<file path="src/rtl/pps_pkg.sv">
// ----------------------------------------------------------------------------
// pps_pkg
// Shared types and codes of the pressure projection solver: request and
// result codes, register indexes, controller states, command and status.
// ----------------------------------------------------------------------------
package pps_pkg;

	localparam int OP_W        = 2;
	localparam int IDX_W       = 10;
	localparam int DATA_W      = 32;
	localparam int KIND_W      = 2;
	localparam int IN_TDATA_W  = 112;
	localparam int OUT_TDATA_W = 96;
	localparam int CFG_IDX_W   = 3;
	localparam int CFG_DATA_W  = 31;
	localparam int GRID_REG_W  = 6;
	localparam int ITER_REG_W  = 8;
	localparam int OVR_REG_W   = 18;
	localparam int SCALE_REG_W = 31;

	typedef enum logic [OP_W-1:0] {
		OP_LOAD  = 2'd0,
		OP_SOLVE = 2'd1,
		OP_READ  = 2'd2
	} op_t;

	localparam logic [KIND_W-1:0] KIND_FLUID = 2'd0;

	localparam logic RES_READ  = 1'b0;
	localparam logic RES_SOLVE = 1'b1;

	localparam logic [CFG_IDX_W-1:0] CFG_GRID_WIDTH      = 3'd0;
	localparam logic [CFG_IDX_W-1:0] CFG_GRID_HEIGHT     = 3'd1;
	localparam logic [CFG_IDX_W-1:0] CFG_ITERATION_COUNT = 3'd2;
	localparam logic [CFG_IDX_W-1:0] CFG_OVER_RELAXATION = 3'd3;
	localparam logic [CFG_IDX_W-1:0] CFG_PRESSURE_SCALE  = 3'd4;
	localparam logic [CFG_IDX_W-1:0] CFG_REST_DENSITY    = 3'd5;

	typedef enum logic [2:0] {
		NB_C,
		NB_L,
		NB_R,
		NB_B,
		NB_T
	} nb_sel_t;

	typedef enum logic [4:0] {
		ST_INIT,
		ST_INIT_CLR,
		ST_IDLE,
		ST_LOAD,
		ST_READ,
		ST_READ_OUT,
		ST_CLEAR,
		ST_SWEEP,
		ST_CELL_RC,
		ST_CELL_RL,
		ST_CELL_RR,
		ST_CELL_RB,
		ST_CELL_RT,
		ST_CELL_CAP,
		ST_CHECK,
		ST_ABS,
		ST_MUL,
		ST_DIVIDE,
		ST_CORR,
		ST_PMUL,
		ST_PSHIFT,
		ST_WR1,
		ST_WR2,
		ST_NEXT,
		ST_DONE
	} state_t;

	typedef struct packed {
		logic    capture;
		logic    load_wr;
		logic    rd_req;
		logic    read_out;
		logic    fin_out;
		logic    clr_start;
		logic    clr_full;
		logic    clr_wr;
		logic    sweep_start;
		logic    cell_next;
		nb_sel_t rd_sel;
		logic    cap_en;
		nb_sel_t cap_sel;
		logic    calc_div;
		logic    calc_abs;
		logic    mul;
		logic    div_step;
		logic    corr_calc;
		logic    pmul;
		logic    pshift;
		logic    wr1;
		logic    wr2;
	} cmd_t;

	typedef struct packed {
		logic clr_last;
		logic clr_empty;
		logic sweep_empty;
		logic cell_last;
		logic skip;
		logic div_last;
		logic out_free;
	} stat_t;

endpackage

</file>
<file path="src/rtl/pps_ctrl.sv">
// ----------------------------------------------------------------------------
// pps_ctrl
// Controller of the solver: sequences load, read and solve requests and the
// per-cell steps of a sweep, issuing commands to the datapath.
// ----------------------------------------------------------------------------
module pps_ctrl import pps_pkg::*; (
	input  logic            clk,
	input  logic            arst_n,
	input  logic            in_valid,
	input  logic [OP_W-1:0] op,
	output logic            in_ready,
	output cmd_t            cmd,
	input  stat_t           st
);

	state_t state_q, state_d;

	always_ff @(posedge clk or negedge arst_n) begin
		if (!arst_n) begin
			state_q <= ST_INIT;
		end else begin
			state_q <= state_d;
		end
	end

	always_comb begin
		state_d = state_q;
		case (state_q)
			ST_INIT:     state_d = ST_INIT_CLR;
			ST_INIT_CLR: if (st.clr_last) state_d = ST_IDLE;
			ST_IDLE: begin
				if (in_valid) begin
					case (op)
						OP_LOAD:  state_d = ST_LOAD;
						OP_SOLVE: state_d = ST_CLEAR;
						OP_READ:  state_d = ST_READ;
						default:  state_d = ST_IDLE;
					endcase
				end
			end
			ST_LOAD:     state_d = ST_IDLE;
			ST_READ:     state_d = ST_READ_OUT;
			ST_READ_OUT: if (st.out_free) state_d = ST_IDLE;
			ST_CLEAR:    if (st.clr_empty || st.clr_last) state_d = ST_SWEEP;
			ST_SWEEP:    state_d = st.sweep_empty ? ST_DONE : ST_CELL_RC;
			ST_CELL_RC:  state_d = ST_CELL_RL;
			ST_CELL_RL:  state_d = ST_CELL_RR;
			ST_CELL_RR:  state_d = ST_CELL_RB;
			ST_CELL_RB:  state_d = ST_CELL_RT;
			ST_CELL_RT:  state_d = ST_CELL_CAP;
			ST_CELL_CAP: state_d = ST_CHECK;
			ST_CHECK:    state_d = st.skip ? ST_NEXT : ST_ABS;
			ST_ABS:      state_d = ST_MUL;
			ST_MUL:      state_d = ST_DIVIDE;
			ST_DIVIDE:   if (st.div_last) state_d = ST_CORR;
			ST_CORR:     state_d = ST_PMUL;
			ST_PMUL:     state_d = ST_PSHIFT;
			ST_PSHIFT:   state_d = ST_WR1;
			ST_WR1:      state_d = ST_WR2;
			ST_WR2:      state_d = ST_NEXT;
			ST_NEXT:     state_d = st.cell_last ? ST_DONE : ST_CELL_RC;
			ST_DONE:     if (st.out_free) state_d = ST_IDLE;
			default:     state_d = ST_INIT;
		endcase
	end

	always_comb begin
		cmd      = '0;
		cmd.rd_sel  = NB_C;
		cmd.cap_sel = NB_C;
		in_ready = 1'b0;
		case (state_q)
			ST_INIT: begin
				cmd.clr_start = 1'b1;
				cmd.clr_full  = 1'b1;
			end
			ST_INIT_CLR: cmd.clr_wr = 1'b1;
			ST_IDLE: begin
				in_ready = 1'b1;
				if (in_valid) begin
					cmd.capture   = 1'b1;
					cmd.clr_start = (op == OP_SOLVE);
				end
			end
			ST_LOAD: cmd.load_wr = 1'b1;
			ST_READ: cmd.rd_req = 1'b1;
			ST_READ_OUT: begin
				cmd.rd_req   = 1'b1;
				cmd.read_out = st.out_free;
			end
			ST_CLEAR: cmd.clr_wr = !st.clr_empty;
			ST_SWEEP: cmd.sweep_start = 1'b1;
			ST_CELL_RC: cmd.rd_sel = NB_C;
			ST_CELL_RL: begin
				cmd.rd_sel  = NB_L;
				cmd.cap_en  = 1'b1;
				cmd.cap_sel = NB_C;
			end
			ST_CELL_RR: begin
				cmd.rd_sel  = NB_R;
				cmd.cap_en  = 1'b1;
				cmd.cap_sel = NB_L;
			end
			ST_CELL_RB: begin
				cmd.rd_sel  = NB_B;
				cmd.cap_en  = 1'b1;
				cmd.cap_sel = NB_R;
			end
			ST_CELL_RT: begin
				cmd.rd_sel  = NB_T;
				cmd.cap_en  = 1'b1;
				cmd.cap_sel = NB_B;
			end
			ST_CELL_CAP: begin
				cmd.cap_en  = 1'b1;
				cmd.cap_sel = NB_T;
			end
			ST_CHECK:  cmd.calc_div  = 1'b1;
			ST_ABS:    cmd.calc_abs  = 1'b1;
			ST_MUL:    cmd.mul       = 1'b1;
			ST_DIVIDE: cmd.div_step  = 1'b1;
			ST_CORR:   cmd.corr_calc = 1'b1;
			ST_PMUL:   cmd.pmul      = 1'b1;
			ST_PSHIFT: cmd.pshift    = 1'b1;
			ST_WR1:    cmd.wr1       = 1'b1;
			ST_WR2:    cmd.wr2       = 1'b1;
			ST_NEXT:   cmd.cell_next = 1'b1;
			ST_DONE:   cmd.fin_out   = st.out_free;
			default:   cmd = '0;
		endcase
	end

endmodule

</file>
<file path="config.mk">
export PLATFORM = sky130hd
export DESIGN_NAME = pps_ctrl
export DESIGN_NICKNAME = d
export VERILOG_FILES = /design/src/rtl/pps_pkg.sv /design/src/rtl/pps_ctrl.sv
export SDC_FILE = /design/constraint.sdc
export NUM_CORES = 1
export LEC_CHECK = 0
export BUFFER_PORTS_ARGS = -buffer_cell sky130_fd_sc_hd__buf_2
export CORE_ASPECT_RATIO = 0.7
export CORE_MARGIN = 2
export CORE_UTILIZATION = 35
export CTS_CLUSTER_SIZE = 14
export DETAILED_ROUTE_END_ITERATION = 7
export GPL_TIMING_DRIVEN = 0
export HOLD_SLACK_MARGIN = 0.05
export MAX_ROUTING_LAYER = met4
export PLACE_DENSITY = 0.65
export SYNTH_ARGS = -nofsm -noshare
export SYNTH_HDL_FRONTEND = slang
export SYNTH_SLANG_ARGS = --single-unit
</file>
<file path="constraint.sdc">
create_clock -name clk -period 2.4 [get_ports clk]
set_input_delay 0.36 -clock clk [delete_from_list [all_inputs] [get_ports clk]]
set_output_delay 0.36 -clock clk [all_outputs]
set_load 0.01 [all_outputs]
</file>
==> qor.csv <==
stage,metric,value,unit
floorplanning,Die W,57.91,microns
placed_design,pre-CTS setup slack,457.4,ps
floorplanning,io pins,39,
sta,Max-slew headroom,69.21,%
sta,Peak Freq,467.2,MHz
clock_tree,H-tree levels,1,
sta,Final Worst Setup Slack,259.6,ps
worst_setup_path,critical path's slowest cell,dfrtp_1,
clock_tree,Clock Sinks,5,
sta,Final Skew,8.049,ps
global_routing,largest net degree at the start of global routing,11,
layout,Top Registers,state_q: 5 flops,
layout,number of flip-flops in the largest register,5,
floorplanning,initial core utilization,37.73,%
global_routing,"Remaining Overflow, GRT",0,
clock_tree,CTS tree,done,
clock_tree,clk slew on worst S/H paths,50,ps
sta,Final Hold Viols,0,
routing,WL/cell,13.49,microns
run,max-cap violations,0,
sta,Min Hold Slack,469.1,ps
layout,# fillers,199,
layout,Reg with most FFs,state_q,
clock_tree,buffer count from post-CTS setup fixing,0,
power,Peak VDD IR,664.6,uV
placed_design,Port Buffers,38,
layout,share of layout cells above drive strength 1,33.11,%
placed_design,Final HPWL DP,1.804,mm
worst_setup_path,Crit path largest cell delay,430,ps
power,Pwr Density,1254,nW/um^2
floorplanning,area of the die,2417,sq um
worst_setup_path,crit-path cells,"clkbuf_1, nand3b_1, nor2_1, buf_2",
synthesis,Synth Register Bits,5,
sta,Max Slew Vio Count,0,
synthesis,mapped cell area,711.9,sq um
sta,setup TNS,0,ps
floorplanning,core area,1887,sq um
layout,Nets,167,
synthesis,synthesized net count,123,
global_routing,initial antenna violation count,0,
worst_setup_path,RR Endpoint,state_q[1]$_DFFE_PN0P_,
synthesis,Synth cell types,37,
sta,final setup violation count,0,
routing,DRT Pass-1 Iters,4,
worst_setup_path,Critical Path Stages,4,
clock_tree,CTS max path bufs,2,
synthesis,average size of a mapped cell,6.592,sq um
worst_setup_path,FF-to-FF setup slack,390,ps
worst_setup_path,crit path from,state_q[3]$_DFFE_PN0P_,
outcome,outcome,"complete, no violations",
min_path,Worst Hold Class,primary input to async pin,
worst_setup_path,Startpoint Class,flip-flop,
sta,Worst Tran Pin Value,461.9,ps
clock_tree,latest clock arrival within the worst-skew pair,250,ps
clock_tree,hold_buf cts,1,
sta,Tcrit/Tclk final,89.18,%
worst_setup_path,Critical Path Sink Type,primary output,
clock_tree,post-cts gate resize count,0,
worst_setup_path,crit path max fanout,10,
global_routing,global-route wire length before repair,3.684,mm
routing,vias per inst,5.376,
worst_setup_path,worst r2r src,state_q[4]$_DFFE_PN0P_,
routing,drt drc,0,
synthesis,Mapped Cells,108,
worst_setup_path,worst reg-to-reg path cell count,6,
sta,Period minus WS final,2140,ps
routing,Final ANT Viol Nets,0,
worst_setup_path,crit-path leading delay family,buffers and inverters,
clock_tree,number of buffers created by CTS,3,
clock_tree,root buf cell,clkbuf_4,
worst_setup_path,Arrival @ worst endpoint,1780,ps
placed_design,GP Congestion,0.8651,
floorplanning,Cell Rows,13,
worst_setup_path,required time worst endpoint,2040,ps
worst_setup_path,Critical path buffers and inverters,2,
layout,Diodes inserted,0,
routing,vias,930,
routing,Routed WL,2.333,mm
synthesis,YS warnings,0,
routing,DRT iter0 DRCs,57,
global_routing,vias in the first global route,783,
worst_setup_path,critical path class,flip-flop to primary output,
floorplanning,Die Ht,41.74,microns
power,Leak Pwr,0.5272,nW
synthesis,register area share after synthesis,17.57,%
sta,RSZ-0062 raised after global routing,no,
layout,Syn-to-layout area delta,35.68,%
global_routing,Global Route Usage Sum,19.43,%
layout,final core occ,51.19,%
worst_setup_path,end point of the critical path,cmd[8],
==> area by class of cell <==
| type | count | area (sq um) | area share, % |
|---|---|---|---|
| multi-input combinational | 88 | 526.8 | 54.53 |
| timing repair buffer | 39 | 200.2 | 20.73 |
| sequential | 5 | 125.1 | 12.95 |
| buffer | 8 | 33.78 | 3.497 |
| tap | 22 | 27.53 | 2.850 |
| clock buffer | 4 | 26.28 | 2.720 |
| inverter | 7 | 26.28 | 2.720 |
==> stage by stage <==
stage	area (sq um)	std cells	power (mW)
finish	965.9	173	1.212
CTS	965.9	173	1.194
detailed placement	929.6	168	1.086
global route	965.9	173	1.319
global placement	929.6	168	1.080
floorplan	711.9	108	0.8344
==> how the worst min path moves through the flow <==
stage           start                endpoint  slack [ps]  depth (start not counted)
4_1_cts        arst_n  state_q[3]$_DFFE_PN0P_         460                          2
2_1_floorplan  arst_n  state_q[0]$_DFFE_PN0P_          60                          0
5_1_grt        arst_n  state_q[1]$_DFFE_PN0P_         480                          2
6_report       arst_n  state_q[3]$_DFFE_PN0P_         470                          2
3_3_place_gp   arst_n  state_q[3]$_DFFE_PN0P_         170                          1
3_5_place_dp   arst_n  state_q[4]$_DFFE_PN0P_         180                          1
==> power by group <==
| group | leakage [nW] | internal [mW] | switching [mW] |
|---|---|---|---|
| Sequential | 0.0612 | 0.127 | 0.0737 |
| Clock | 0.0150 | 0.0632 | 0.0399 |
| Combinational | 0.451 | 0.367 | 0.541 |
| Total | 0.527 | 0.557 | 0.655 |
==> cell usage in the layout (no fill, tap or decap), types with 2 or more instances in the layout <==
| master | instances |
|---|---|
| a21oi_1 | 3 |
| inv_1 | 6 |
| nand3_1 | 6 |
| nand2_1 | 7 |
| nor2_1 | 23 |
| dfrtp_1 | 5 |
| mux2i_1 | 2 |
| buf_2 | 41 |
| nor3_1 | 6 |
| or4_1 | 2 |
| a21o_1 | 2 |
| and2_1 | 2 |
| nor3b_1 | 2 |
| and3_1 | 2 |
| nor2b_1 | 2 |
| and4_1 | 2 |
| clkbuf_1 | 6 |
| o21ai_0 | 6 |
| mux2_4 | 2 |
| ha_1 | 3 |
| clkbuf_4 | 3 |
==> layer usage <==
| layer | track usage [%] | wire length [microns] | vias up |
|---|---|---|---|
| li1 | - | - | 462 |
| met1 | 29.42 | 1100 | 404 |
| met2 | 26.59 | 958 | 62 |
| met3 | 3.115 | 261 | 2 |
| met4 | 4.186 | 12 | 0 |
| met5 | - | 0 | - |
==> worst reg2reg max path: stages, from the launching register on <==
cell     delay, ps
dfrtp_1        510
inv_1          150
nand3_1        170
nor3_1          70
or4_1          510
buf_2          190
mux2_4         300
==> cells in the mapped netlist <==
master / instances / area (sq um)
and4_1: 2 / 17.52
clkbuf_1: 5 / 18.77
nand3_1: 6 / 30.03
xnor2_1: 1 / 8.760
or2_2: 1 / 6.260
mux2i_1: 2 / 20.02
o21ai_0: 6 / 30.03
o21ai_1: 1 / 5.000
a32o_1: 1 / 10.01
nand3b_1: 1 / 7.510
dfrtp_1: 5 / 125.1
nand4_1: 1 / 6.260
a21oi_1: 3 / 15.01
or4_1: 2 / 15.01
nor3b_1: 2 / 15.01
nor2_2: 1 / 6.260
nand2_1: 7 / 26.28
mux2_4: 2 / 30.03
o22ai_1: 1 / 6.260
nor2b_1: 2 / 12.51
buf_2: 3 / 15.01
nand2b_2: 1 / 8.760
a32oi_1: 1 / 8.760
nor4_1: 1 / 6.260
ha_1: 3 / 37.54
or2b_1: 1 / 7.510
nor3_1: 6 / 30.03
or3b_1: 1 / 8.760
inv_2: 1 / 3.750
o32a_1: 1 / 10.01
nor2_1: 23 / 86.33
and3_1: 2 / 12.51
and2_1: 2 / 12.51
a211o_1: 1 / 8.760
a31oi_1: 1 / 6.260
inv_1: 6 / 22.52
a21o_1: 2 / 15.01
==> kinds of logic (layout without fill, tap and decap cells) <==
family	Yosys count	in the layout	share of synthesized area [%]
and+or+nand+nor	62	62	44.29
adders and majority gates	3	3	5.273
buffers and inverters	15	58	8.435
AOI/OAI and AO/OA	18	18	16.17
DFF	5	5	17.57
xor gates and xnor gates	1	1	1.230
muxes	4	4	7.030
No activity file was read; power rests on OpenSTA's default activity.
